<file path="src/sv/sdci_pkg.sv">
// Shared types and constants of the SD card bring-up sequencer.
`default_nettype none
package sdci_pkg;

  // Input item kinds.
  localparam logic [1:0] ACT_START  = 2'd0;
  localparam logic [1:0] ACT_SAMPLE = 2'd1;
  localparam logic [1:0] ACT_DONE   = 2'd2;

  // Controller command encodings.
  localparam logic [19:0] CMD_GO_IDLE   = 20'h00000;
  localparam logic [19:0] CMD_IF_COND   = 20'h10408;
  localparam logic [19:0] CMD_APP       = 20'h10437;
  localparam logic [19:0] CMD_OP_COND   = 20'h10769;
  localparam logic [19:0] CMD_ALL_CID   = 20'h10602;
  localparam logic [19:0] CMD_SEND_RCA  = 20'h10403;
  localparam logic [19:0] CMD_SEND_CSD  = 20'h10609;
  localparam logic [19:0] CMD_SELECT    = 20'h10507;
  localparam logic [19:0] CMD_SET_DETECT = 20'h1076A;
  localparam logic [19:0] CMD_BUS_WIDTH = 20'h10446;
  localparam logic [19:0] CMD_SWITCH    = 20'h31C06;
  localparam logic [19:0] CMD_STATUS    = 20'h1040D;
  localparam logic [19:0] CMD_BLOCKLEN  = 20'h10410;

  // Command arguments.
  localparam logic [31:0] ARG_IF_COND   = 32'h0000_01AA;
  localparam logic [31:0] ARG_OP_COND   = 32'h1010_0000;
  localparam logic [31:0] ARG_SWITCH_HS = 32'h80FF_FFF1;
  localparam logic [31:0] ARG_WIDE_BUS  = 32'h0000_0002;
  localparam logic [31:0] ARG_BLOCK_512 = 32'h0000_0200;

  // Clock divider codes.
  localparam logic [9:0] CLK_IDENT  = 10'h020;
  localparam logic [9:0] CLK_NORMAL = 10'h201;
  localparam logic [9:0] CLK_HIGH   = 10'h200;

  localparam logic [9:0] BLKLEN_SWITCH  = 10'd64;
  localparam logic [9:0] BLKLEN_DEFAULT = 10'd512;

  // Final status codes.
  localparam logic [3:0] ST_OK       = 4'd0;
  localparam logic [3:0] ST_NO_CARD  = 4'd1;
  localparam logic [3:0] ST_F_CMD2   = 4'd2;
  localparam logic [3:0] ST_F_CMD3   = 4'd3;
  localparam logic [3:0] ST_F_CMD9   = 4'd4;
  localparam logic [3:0] ST_F_CMD7   = 4'd5;
  localparam logic [3:0] ST_F_APP42  = 4'd6;
  localparam logic [3:0] ST_F_ACMD42 = 4'd7;
  localparam logic [3:0] ST_F_APP6   = 4'd8;
  localparam logic [3:0] ST_F_ACMD6  = 4'd9;
  localparam logic [3:0] ST_F_CMD6   = 4'd10;
  localparam logic [3:0] ST_F_CMD13  = 4'd11;
  localparam logic [3:0] ST_F_CMD16  = 4'd12;

  localparam logic [7:0] POLL_LIMIT_RESET = 8'd50;

  // Fields decoded from a CSD response.
  typedef struct packed {
    logic        switch_supported;
    logic [31:0] capacity;
  } csd_info_t;

endpackage
`default_nettype wire

</file>
<file path="src/sv/sdci_csd_decode.sv">
// CSD decoder: card capacity in sectors and command-switch support.
`default_nettype none
module sdci_csd_decode (
  input  wire logic [31:0]      resp_w1_i,
  input  wire logic [31:0]      resp_w2_i,
  input  wire logic [31:0]      resp_w3_i,
  output sdci_pkg::csd_info_t   info_o
);

  logic [1:0]  structure;
  logic [3:0]  read_bl_len;
  logic [2:0]  size_mult;
  logic [11:0] c_size_v1;
  logic [12:0] c_size_v1_p1;
  logic [4:0]  shift_v1;
  logic [36:0] bytes_v1;
  logic [21:0] c_size_v2;
  logic [22:0] c_size_v2_p1;
  logic [32:0] sectors_v2;

  assign structure    = resp_w3_i[23:22];
  assign read_bl_len  = resp_w2_i[11:8];
  assign size_mult    = {resp_w1_i[9:8], resp_w1_i[7]};
  assign c_size_v1    = {resp_w2_i[1:0], resp_w1_i[31:24], resp_w1_i[23:22]};
  assign c_size_v1_p1 = {1'b0, c_size_v1} + 13'd1;
  assign shift_v1     = 5'({2'b00, size_mult}) + 5'd2 + 5'({1'b0, read_bl_len});
  assign bytes_v1     = {24'd0, c_size_v1_p1} << shift_v1;

  assign c_size_v2    = {resp_w1_i[29:24], resp_w1_i[23:16], resp_w1_i[15:8]};
  assign c_size_v2_p1 = {1'b0, c_size_v2} + 23'd1;
  assign sectors_v2   = {c_size_v2_p1, 10'd0};

  always_comb begin
    info_o.switch_supported = resp_w2_i[22];
    case (structure)
      2'd0:    info_o.capacity = {4'd0, bytes_v1[36:9]};
      2'd1:    info_o.capacity = sectors_v2[32] ? 32'hFFFF_FFFF : sectors_v2[31:0];
      default: info_o.capacity = 32'd0;
    endcase
  end

endmodule
`default_nettype wire

</file>
<file path="src/sv/sd_card_init_sequencer.sv">
// Top level of the SD card bring-up sequencer.
//
// Input items (start, card-detect sample, command completion with its
// response words) arrive on a valid/ready channel; every accepted item
// gives exactly one result item on the output valid/ready channel. A
// result carries the next command to issue, the clock code, bus width and
// block length, and on the last step of a run the final status, the SDHC
// flag and the capacity in sectors.
// An item is captured in an input register and stepped through the
// sequencer into the result register, where the result waits until it
// is taken. One item is taken every cycle while the receiver keeps up;
// when it stalls, the held result and one captured item wait and the
// input side deasserts ready.
// Reset puts the sequencer idle, resets all run state and loads the poll
// limit register with 50. The limit is to be written through cfg_we_i and
// cfg_wdata_i only while the block is idle, which the block does not
// enforce; a start item restarts a run at any point.
`default_nettype none
module sd_card_init_sequencer (
  input  wire logic        clk_i,
  input  wire logic        rst_ni,
  input  wire logic        cfg_we_i,
  input  wire logic [7:0]  cfg_wdata_i,
  input  wire logic        in_valid_i,
  output logic             in_ready_o,
  input  wire logic [1:0]  action_i,
  input  wire logic        card_present_i,
  input  wire logic        hard_error_i,
  input  wire logic        resp_end_i,
  input  wire logic [31:0] resp_w0_i,
  input  wire logic [31:0] resp_w1_i,
  input  wire logic [31:0] resp_w2_i,
  input  wire logic [31:0] resp_w3_i,
  output logic             out_valid_o,
  input  wire logic        out_ready_i,
  output logic             issue_command_o,
  output logic [19:0]      command_word_o,
  output logic [31:0]      command_arg_o,
  output logic [9:0]       clock_setting_o,
  output logic             wide_bus_o,
  output logic [9:0]       block_length_o,
  output logic             done_res_o,
  output logic [3:0]       status_o,
  output logic             is_high_capacity_o,
  output logic [31:0]      capacity_sectors_o
);

  localparam logic [4:0] S_IDLE   = 5'd0;
  localparam logic [4:0] S_POLL   = 5'd1;
  localparam logic [4:0] S_CMD0   = 5'd2;
  localparam logic [4:0] S_CMD8   = 5'd3;
  localparam logic [4:0] S_LOOP55 = 5'd4;
  localparam logic [4:0] S_ACMD41 = 5'd5;
  localparam logic [4:0] S_CMD2   = 5'd6;
  localparam logic [4:0] S_CMD3   = 5'd7;
  localparam logic [4:0] S_CMD9   = 5'd8;
  localparam logic [4:0] S_CMD7   = 5'd9;
  localparam logic [4:0] S_APP42  = 5'd10;
  localparam logic [4:0] S_ACMD42 = 5'd11;
  localparam logic [4:0] S_APP6   = 5'd12;
  localparam logic [4:0] S_ACMD6  = 5'd13;
  localparam logic [4:0] S_CMD6   = 5'd14;
  localparam logic [4:0] S_CMD13  = 5'd15;
  localparam logic [4:0] S_CMD16  = 5'd16;

  logic [7:0] limit_q;

  // Input register.
  logic        in_valid_q;
  logic [1:0]  act_q;
  logic        present_q;
  logic        hard_q;
  logic        resp_end_q;
  logic [31:0] w0_q, w1_q, w2_q, w3_q;

  // Sequencer state.
  logic [4:0]  stage_q, stage_d;
  logic [7:0]  poll_q, poll_d;
  logic [15:0] rca_q, rca_d;
  logic        v2_q, v2_d;
  logic        sw_q, sw_d;
  logic        hc_q, hc_d;
  logic [31:0] cap_q, cap_d;
  logic [9:0]  clk_code_q, clk_code_d;
  logic        bus_q, bus_d;

  // Result register.
  logic        out_valid_q;
  logic        issue_q, issue_d;
  logic [19:0] word_q, word_d;
  logic [31:0] arg_q, arg_d;
  logic        done_q, done_d;
  logic [3:0]  status_q, status_d;

  logic        step;
  logic        resp_seen;
  logic [31:0] rca_arg;
  logic [7:0]  poll_inc;
  logic [3:0]  fail;
  sdci_pkg::csd_info_t csd;

  assign step       = in_valid_q && (!out_valid_q || out_ready_i);
  assign in_ready_o = !in_valid_q || step;

  sdci_csd_decode u_csd (
    .resp_w1_i (w1_q),
    .resp_w2_i (w2_q),
    .resp_w3_i (w3_q),
    .info_o    (csd)
  );

  assign resp_seen = resp_end_q && !hard_q;
  assign rca_arg   = {rca_q, 16'd0};
  assign poll_inc  = poll_q + 8'd1;

  always_comb begin
    stage_d    = stage_q;
    poll_d     = poll_q;
    rca_d      = rca_q;
    v2_d       = v2_q;
    sw_d       = sw_q;
    hc_d       = hc_q;
    cap_d      = cap_q;
    clk_code_d = clk_code_q;
    bus_d      = bus_q;
    issue_d    = 1'b0;
    word_d     = 20'd0;
    arg_d      = 32'd0;
    done_d     = 1'b0;
    status_d   = sdci_pkg::ST_OK;
    fail       = sdci_pkg::ST_OK;

    case (act_q)
      sdci_pkg::ACT_START: begin
        poll_d     = 8'd0;
        rca_d      = 16'd0;
        v2_d       = 1'b0;
        sw_d       = 1'b0;
        hc_d       = 1'b0;
        cap_d      = 32'd0;
        clk_code_d = sdci_pkg::CLK_IDENT;
        bus_d      = 1'b0;
        stage_d    = S_POLL;
      end
      sdci_pkg::ACT_SAMPLE: begin
        if (stage_q == S_POLL) begin
          if (present_q) begin
            issue_d = 1'b1;
            word_d  = sdci_pkg::CMD_GO_IDLE;
            stage_d = S_CMD0;
          end else begin
            poll_d = poll_inc;
            if (poll_inc >= limit_q) begin
              done_d   = 1'b1;
              status_d = sdci_pkg::ST_NO_CARD;
              stage_d  = S_IDLE;
            end
          end
        end
      end
      sdci_pkg::ACT_DONE: begin
        case (stage_q)
          S_CMD0: begin
            issue_d = 1'b1; word_d = sdci_pkg::CMD_IF_COND;
            arg_d = sdci_pkg::ARG_IF_COND; stage_d = S_CMD8;
          end
          S_CMD8: begin
            v2_d = resp_seen;
            issue_d = 1'b1; word_d = sdci_pkg::CMD_APP; arg_d = rca_arg;
            stage_d = S_LOOP55;
          end
          S_LOOP55: begin
            issue_d = 1'b1; word_d = sdci_pkg::CMD_OP_COND;
            arg_d = sdci_pkg::ARG_OP_COND | {1'b0, v2_q, 30'd0};
            stage_d = S_ACMD41;
          end
          S_ACMD41: begin
            issue_d = 1'b1;
            if (resp_seen && w0_q[31]) begin
              hc_d = w0_q[30] && v2_q;
              word_d = sdci_pkg::CMD_ALL_CID; stage_d = S_CMD2;
            end else begin
              word_d = sdci_pkg::CMD_APP; arg_d = rca_arg; stage_d = S_LOOP55;
            end
          end
          S_CMD2: begin
            if (hard_q) begin
              fail = sdci_pkg::ST_F_CMD2;
            end else begin
              issue_d = 1'b1; word_d = sdci_pkg::CMD_SEND_RCA; stage_d = S_CMD3;
            end
          end
          S_CMD3: begin
            if (hard_q) begin
              fail = sdci_pkg::ST_F_CMD3;
            end else begin
              rca_d = w0_q[31:16];
              issue_d = 1'b1; word_d = sdci_pkg::CMD_SEND_CSD;
              arg_d = {w0_q[31:16], 16'd0}; stage_d = S_CMD9;
            end
          end
          S_CMD9: begin
            if (hard_q) begin
              fail = sdci_pkg::ST_F_CMD9;
            end else begin
              sw_d = csd.switch_supported;
              cap_d = csd.capacity;
              clk_code_d = sdci_pkg::CLK_NORMAL;
              issue_d = 1'b1; word_d = sdci_pkg::CMD_SELECT; arg_d = rca_arg;
              stage_d = S_CMD7;
            end
          end
          S_CMD7: begin
            if (hard_q) begin
              fail = sdci_pkg::ST_F_CMD7;
            end else begin
              issue_d = 1'b1; word_d = sdci_pkg::CMD_APP; arg_d = rca_arg;
              stage_d = S_APP42;
            end
          end
          S_APP42: begin
            if (hard_q) begin
              fail = sdci_pkg::ST_F_APP42;
            end else begin
              issue_d = 1'b1; word_d = sdci_pkg::CMD_SET_DETECT; stage_d = S_ACMD42;
            end
          end
          S_ACMD42: begin
            if (hard_q) begin
              fail = sdci_pkg::ST_F_ACMD42;
            end else begin
              issue_d = 1'b1; word_d = sdci_pkg::CMD_APP; arg_d = rca_arg;
              stage_d = S_APP6;
            end
          end
          S_APP6: begin
            if (hard_q) begin
              fail = sdci_pkg::ST_F_APP6;
            end else begin
              issue_d = 1'b1; word_d = sdci_pkg::CMD_BUS_WIDTH;
              arg_d = sdci_pkg::ARG_WIDE_BUS; stage_d = S_ACMD6;
            end
          end
          S_ACMD6: begin
            if (hard_q) begin
              fail = sdci_pkg::ST_F_ACMD6;
            end else begin
              bus_d = 1'b1;
              issue_d = 1'b1;
              if (sw_q) begin
                word_d = sdci_pkg::CMD_SWITCH; arg_d = sdci_pkg::ARG_SWITCH_HS;
                stage_d = S_CMD6;
              end else begin
                clk_code_d = sdci_pkg::CLK_NORMAL;
                word_d = sdci_pkg::CMD_STATUS; arg_d = rca_arg; stage_d = S_CMD13;
              end
            end
          end
          S_CMD6: begin
            if (hard_q) begin
              fail = sdci_pkg::ST_F_CMD6;
            end else begin
              clk_code_d = sdci_pkg::CLK_HIGH;
              issue_d = 1'b1; word_d = sdci_pkg::CMD_STATUS; arg_d = rca_arg;
              stage_d = S_CMD13;
            end
          end
          S_CMD13: begin
            if (hard_q) begin
              fail = sdci_pkg::ST_F_CMD13;
            end else begin
              issue_d = 1'b1; word_d = sdci_pkg::CMD_BLOCKLEN;
              arg_d = sdci_pkg::ARG_BLOCK_512; stage_d = S_CMD16;
            end
          end
          S_CMD16: begin
            if (hard_q) begin
              fail = sdci_pkg::ST_F_CMD16;
            end else begin
              done_d = 1'b1; status_d = sdci_pkg::ST_OK; stage_d = S_IDLE;
            end
          end
          default: begin
          end
        endcase
        // A hard error on any checked command ends the run with its stage code.
        if (fail != sdci_pkg::ST_OK) begin
          done_d   = 1'b1;
          status_d = fail;
          stage_d  = S_IDLE;
        end
      end
      default: begin
      end
    endcase
  end

  always_ff @(posedge clk_i or negedge rst_ni) begin
    if (!rst_ni) begin
      limit_q <= sdci_pkg::POLL_LIMIT_RESET;
    end else if (cfg_we_i) begin
      limit_q <= cfg_wdata_i;
    end
  end

  always_ff @(posedge clk_i or negedge rst_ni) begin
    if (!rst_ni) begin
      in_valid_q <= 1'b0;
    end else if (in_ready_o) begin
      in_valid_q <= in_valid_i;
    end
  end

  always_ff @(posedge clk_i) begin
    if (in_ready_o && in_valid_i) begin
      act_q      <= action_i;
      present_q  <= card_present_i;
      hard_q     <= hard_error_i;
      resp_end_q <= resp_end_i;
      w0_q       <= resp_w0_i;
      w1_q       <= resp_w1_i;
      w2_q       <= resp_w2_i;
      w3_q       <= resp_w3_i;
    end
  end

  always_ff @(posedge clk_i or negedge rst_ni) begin
    if (!rst_ni) begin
      stage_q    <= S_IDLE;
      poll_q     <= 8'd0;
      rca_q      <= 16'd0;
      v2_q       <= 1'b0;
      sw_q       <= 1'b0;
      hc_q       <= 1'b0;
      cap_q      <= 32'd0;
      clk_code_q <= sdci_pkg::CLK_IDENT;
      bus_q      <= 1'b0;
    end else if (step) begin
      stage_q    <= stage_d;
      poll_q     <= poll_d;
      rca_q      <= rca_d;
      v2_q       <= v2_d;
      sw_q       <= sw_d;
      hc_q       <= hc_d;
      cap_q      <= cap_d;
      clk_code_q <= clk_code_d;
      bus_q      <= bus_d;
    end
  end

  always_ff @(posedge clk_i or negedge rst_ni) begin
    if (!rst_ni) begin
      out_valid_q <= 1'b0;
    end else if (step) begin
      out_valid_q <= 1'b1;
    end else if (out_ready_i) begin
      out_valid_q <= 1'b0;
    end
  end

  always_ff @(posedge clk_i) begin
    if (step) begin
      issue_q  <= issue_d;
      word_q   <= word_d;
      arg_q    <= arg_d;
      done_q   <= done_d;
      status_q <= status_d;
    end
  end

  // The state registers update together with the result register, so the
  // reported settings are those left by the step that made the result.
  assign out_valid_o        = out_valid_q;
  assign issue_command_o    = issue_q;
  assign command_word_o     = word_q;
  assign command_arg_o      = arg_q;
  assign clock_setting_o    = clk_code_q;
  assign wide_bus_o         = bus_q;
  assign block_length_o     = (stage_q == S_CMD6) ? sdci_pkg::BLKLEN_SWITCH
                                                  : sdci_pkg::BLKLEN_DEFAULT;
  assign done_res_o         = done_q;
  assign status_o           = status_q;
  assign is_high_capacity_o = hc_q;
  assign capacity_sectors_o = cap_q;

endmodule
`default_nettype wire
</file>
<file path="config.mk">
export PLATFORM = sky130hd
export DESIGN_NAME = sd_card_init_sequencer
export DESIGN_NICKNAME = d
export VERILOG_FILES = /design/src/sv/sdci_pkg.sv /design/src/sv/sdci_csd_decode.sv /design/src/sv/sd_card_init_sequencer.sv
export SDC_FILE = /design/constraint.sdc
export NUM_CORES = 1
export LEC_CHECK = 0
export BUFFER_PORTS_ARGS = -buffer_cell sky130_fd_sc_hd__buf_2
export CAP_MARGIN = 20
export CORE_MARGIN = 2
export CORE_UTILIZATION = 25
export CTS_BUF_LIST = sky130_fd_sc_hd__clkbuf_2
export DETAILED_ROUTE_END_ITERATION = 12
export PLACE_DENSITY = 0.53
export SETUP_SLACK_MARGIN = 0.4
export SLEW_MARGIN = 20
export SYNTH_ARGS = -nofsm -noshare
export SYNTH_HDL_FRONTEND = slang
export SYNTH_SLANG_ARGS = --single-unit
</file>
<file path="constraint.sdc">
create_clock -name clk_i -period 3.57 [get_ports clk_i]
set_input_delay 0 -clock clk_i [delete_from_list [all_inputs] [get_ports clk_i]]
set_output_delay 0 -clock clk_i [all_outputs]
set_load 0.01 [all_outputs]
</file>
==> impl_metrics.env <==
export IMPL_worstHoldPathCells=4
export IMPL_grt_pass1_vias=8879
export IMPL_crit_path_max_fanout=23
export IMPL_criticalPathCategory="flip-flop to flip-flop"
export IMPL_synth_cell_types=86
export IMPL_placed_cells=1610
export IMPL_maxCapViolCount=0
export IMPL_antenna_left=0
export IMPL_avgSynthCellArea_um2=10.11
export IMPL_synthTopCellsByArea="edfxtp_1, dfrtp_1, buf_4"
export IMPL_cts_tree="yes"
export IMPL_stdcell_area_um2=12880
export IMPL_cp_startpoint="w1_q[8]$_DFFE_PP_"
export IMPL_path_depth=9
export IMPL_crit_chain="inv_1, ha_1, inv_1, ha_2, mux2_2, o211ai_1, o211ai_1, a222oi_1, o21ai_0"
export IMPL_remaining_drc_errors=0
export IMPL_tns_ns=0
export IMPL_async_flop_share=0.4561
export IMPL_core_rowCount=72
export IMPL_viasPerCell=4.975
export IMPL_r2r_start="w1_q[8]$_DFFE_PP_"
export IMPL_finalCritPeriodShare=0.8349
export IMPL_first_iter_violations=671
export IMPL_rsz0062_at_grt="no"
export IMPL_powerDensity_nw_per_um2=378.6
export IMPL_drtPass1Iterations=8
export IMPL_worstHoldPathType="primary input to flip-flop"
export IMPL_netlist_area_leader_share=0.2881
export IMPL_clk_pin_slew_ns=0.31
export IMPL_tightest_slew_ns=0.8777
export IMPL_yosys_warnings=0
export IMPL_setup_viol_count_final=0
export IMPL_syn_cell_area_um2=9693
export IMPL_synth_top_cell_by_area="edfxtp_1"
export IMPL_routedWlPerCell_um=17.80
export IMPL_clk_latency_ns=0.88
export IMPL_port_buffer_count=159
export IMPL_synth_most_common_cell="edfxtp_1"
export IMPL_cts_root_buf="clkbuf_2"
export IMPL_regToRegSetupSlack_ns=0.59
export IMPL_worst_endpoint_required_ns=4.31
export IMPL_area_growth_pct=32.84
export IMPL_arrival_ns=3.72
export IMPL_fillerInstances=4022
export IMPL_antenna_found_initial=1
export IMPL_synth_common_cells="edfxtp_1, dfrtp_1, nor2_1"
export IMPL_routabilityCongestion=0.9243
export IMPL_h_tree_depth=4
export IMPL_dpl_hpwl_um=22840
export IMPL_dr_total_vias=8920
export IMPL_crit_path_max_incr_delay_ns=0.57
export IMPL_die_h_um=200.9
export IMPL_track_usage=0.1579
export IMPL_stdcell_count=1793
export IMPL_rr_worst_depth=9
export IMPL_slew_limit_headroom=0.4113
export IMPL_finalMaxSlewViolations=0
export IMPL_grt_first_pass_wirelength_um=50030
export IMPL_hold_viol=0
export IMPL_utilization=0.3347
export IMPL_clock_fmax_ghz=0.3355
export IMPL_grt_max_degree=54
export IMPL_r2r_end="capacity_sectors_o[2]$_DFFE_PN0P_"
export IMPL_cts_path_max_buffers=2
export IMPL_synth_edf_count=93
export IMPL_grt_ovfl_total=0
export IMPL_die_w_um=200.9
export IMPL_syn_inst=959
export IMPL_drive_above_1_share=0.2190
export IMPL_p_total_mw=4.875
export IMPL_cp_buffers_inverters=2
export IMPL_cts_buffers=17
export IMPL_dieArea_um2=40360
export IMPL_ys_flop_type="edfxtp_1"
export IMPL_crit_family="compound AO/OA/AOI/OAI gates"
export IMPL_setup_worst_path_end_class="flip-flop"
export IMPL_critPathSlowestCell="ha_2"
export IMPL_cts_sinks=171
export IMPL_status="complete, no violations"
export IMPL_leakage_nw=5.267
export IMPL_post_route_min_period_ns=2.981
export IMPL_io_pins=260
export IMPL_min_from="out_ready_i"
export IMPL_vdd_drop_max_v=0.0001701
export IMPL_initial_utilization=0.2520
export IMPL_wl_um=31910
export IMPL_whs_endpoint="out_valid_o$_DFFE_PN0P_"
export IMPL_cp_start_kind="flip-flop"
export IMPL_ys_ff_latch=171
export IMPL_yosysSeqAreaShare=0.4900
export IMPL_nets=1429
export IMPL_postPlaceCellArea_um2=11050
export IMPL_clock_skew_ns=0.06524
export IMPL_core_area_um2=38470
area by class of cell:
type | count | area, µm² | share of cell area
diodes | 1 | 2.502 | 0.0001943
clock inverters | 15 | 212.7 | 0.01652
repair buffers | 357 | 2688 | 0.2087
multi-input cells | 687 | 4388 | 0.3408
flip-flops and latches | 171 | 4751 | 0.3690
well taps | 518 | 648.1 | 0.05034
clock buffers | 17 | 85.08 | 0.006608
inverters | 27 | 101.3 | 0.007871
kinds of logic after synthesis:
kind of cell / synth area share
mux: 0.01343
buf+inv: 0.06622
compound gates: 0.1948
simple gates: 0.1816
flops: 0.4900
xor+xnor: 0.02440
other cells: 0.0003869
fa+ha+maj: 0.02917
tightest hold or removal path: cells and delay by family:
kind | cells | cell delay (ns)
buffers and inverters | 2 | 0.65
AND/OR/NAND/NOR | 2 | 0.27
metrics by stage:
step / setup slack, ns / hold WS [ns]
finish: 0.5893 / 0.05284
global route: 0.4263 / 0.08371
CTS: 0.4441 / 0.009754
detailed placement: 0.3880 / 0.1781
global placement: 0.4094 / 0.1762
floorplan: 0.7021 / -0.2956
registers in the layout, indices dropped and copies added, names as in the netlist, 7 cells and up:
register	cells
capacity_sectors_o	32
command_arg_o	21
command_word_o	11
limit_q	8
poll_q	8
rca_q	16
w0_q	16
w1_q	25
w2_q	7
timing repair:
action / in CTS / in global routing
pin swaps: 0 / 1
resized for setup: 1 / 3
setup endpoints to repair: 3 / 11
hold buffers: 149 / 0
buffers inserted: 0 / 1
hold endpoints to repair: 181 / 0
worst max-delay path by stage:
stage | to | slack (ns)
floorplan | clock_setting_o[0]$_DFFE_PN0P_ | 0.70
global placement | stage_q[0]$_DFFE_PN0P_ | 0.41
detailed placement | stage_q[0]$_DFFE_PN0P_ | 0.39
CTS | capacity_sectors_o[2]$_DFFE_PN0P_ | 0.44
global route | capacity_sectors_o[2]$_DFFE_PN0P_ | 0.43
finish | capacity_sectors_o[2]$_DFFE_PN0P_ | 0.59
cells in the final DEF, fill, tap and decap left out, drive strengths merged, types with 8 or more instances in the layout:
cell type | netlist | routed
dlygate4sd3 | 0 | 148
inv | 26 | 34
edfxtp | 93 | 93
conb | 1 | 22
buf | 65 | 209
nand2b | 26 | 26
and3 | 14 | 14
nor4 | 12 | 12
a221oi | 23 | 23
xnor2 | 15 | 15
a21o | 8 | 8
and4 | 9 | 9
a32o | 8 | 8
ha | 21 | 21
o211ai | 13 | 13
nor3 | 35 | 35
o21ai | 60 | 60
nand4 | 16 | 16
a22o | 15 | 15
a22oi | 9 | 9
mux2 | 8 | 8
clkbuf | 30 | 17
nand2 | 68 | 68
dfrtp | 74 | 74
nand3 | 46 | 46
a21oi | 56 | 56
o31ai | 16 | 16
xor2 | 12 | 12
nor2 | 70 | 70
layer usage:
| metal | up-vias | part of all wire | GRT usage |
|---|---|---|---|
| met2 | 353 | 0.50 | 0.2752 |
| met4 | 0 | 0.018 | 0.05185 |
| met5 | - | 0 | 0 |
| li1 | 4185 | - | - |
| met1 | 4342 | 0.43 | 0.1966 |
| met3 | 40 | 0.055 | 0.02890 |
where the power goes:
| part | switching (mW) | leakage [nW] | internal (mW) |
|---|---|---|---|
| Combinational | 0.800 | 3.14 | 0.539 |
| Clock | 0.886 | 0.170 | 0.326 |
| Sequential | 0.108 | 1.96 | 2.22 |
Note: power is estimated with default switching activity, not from simulation.
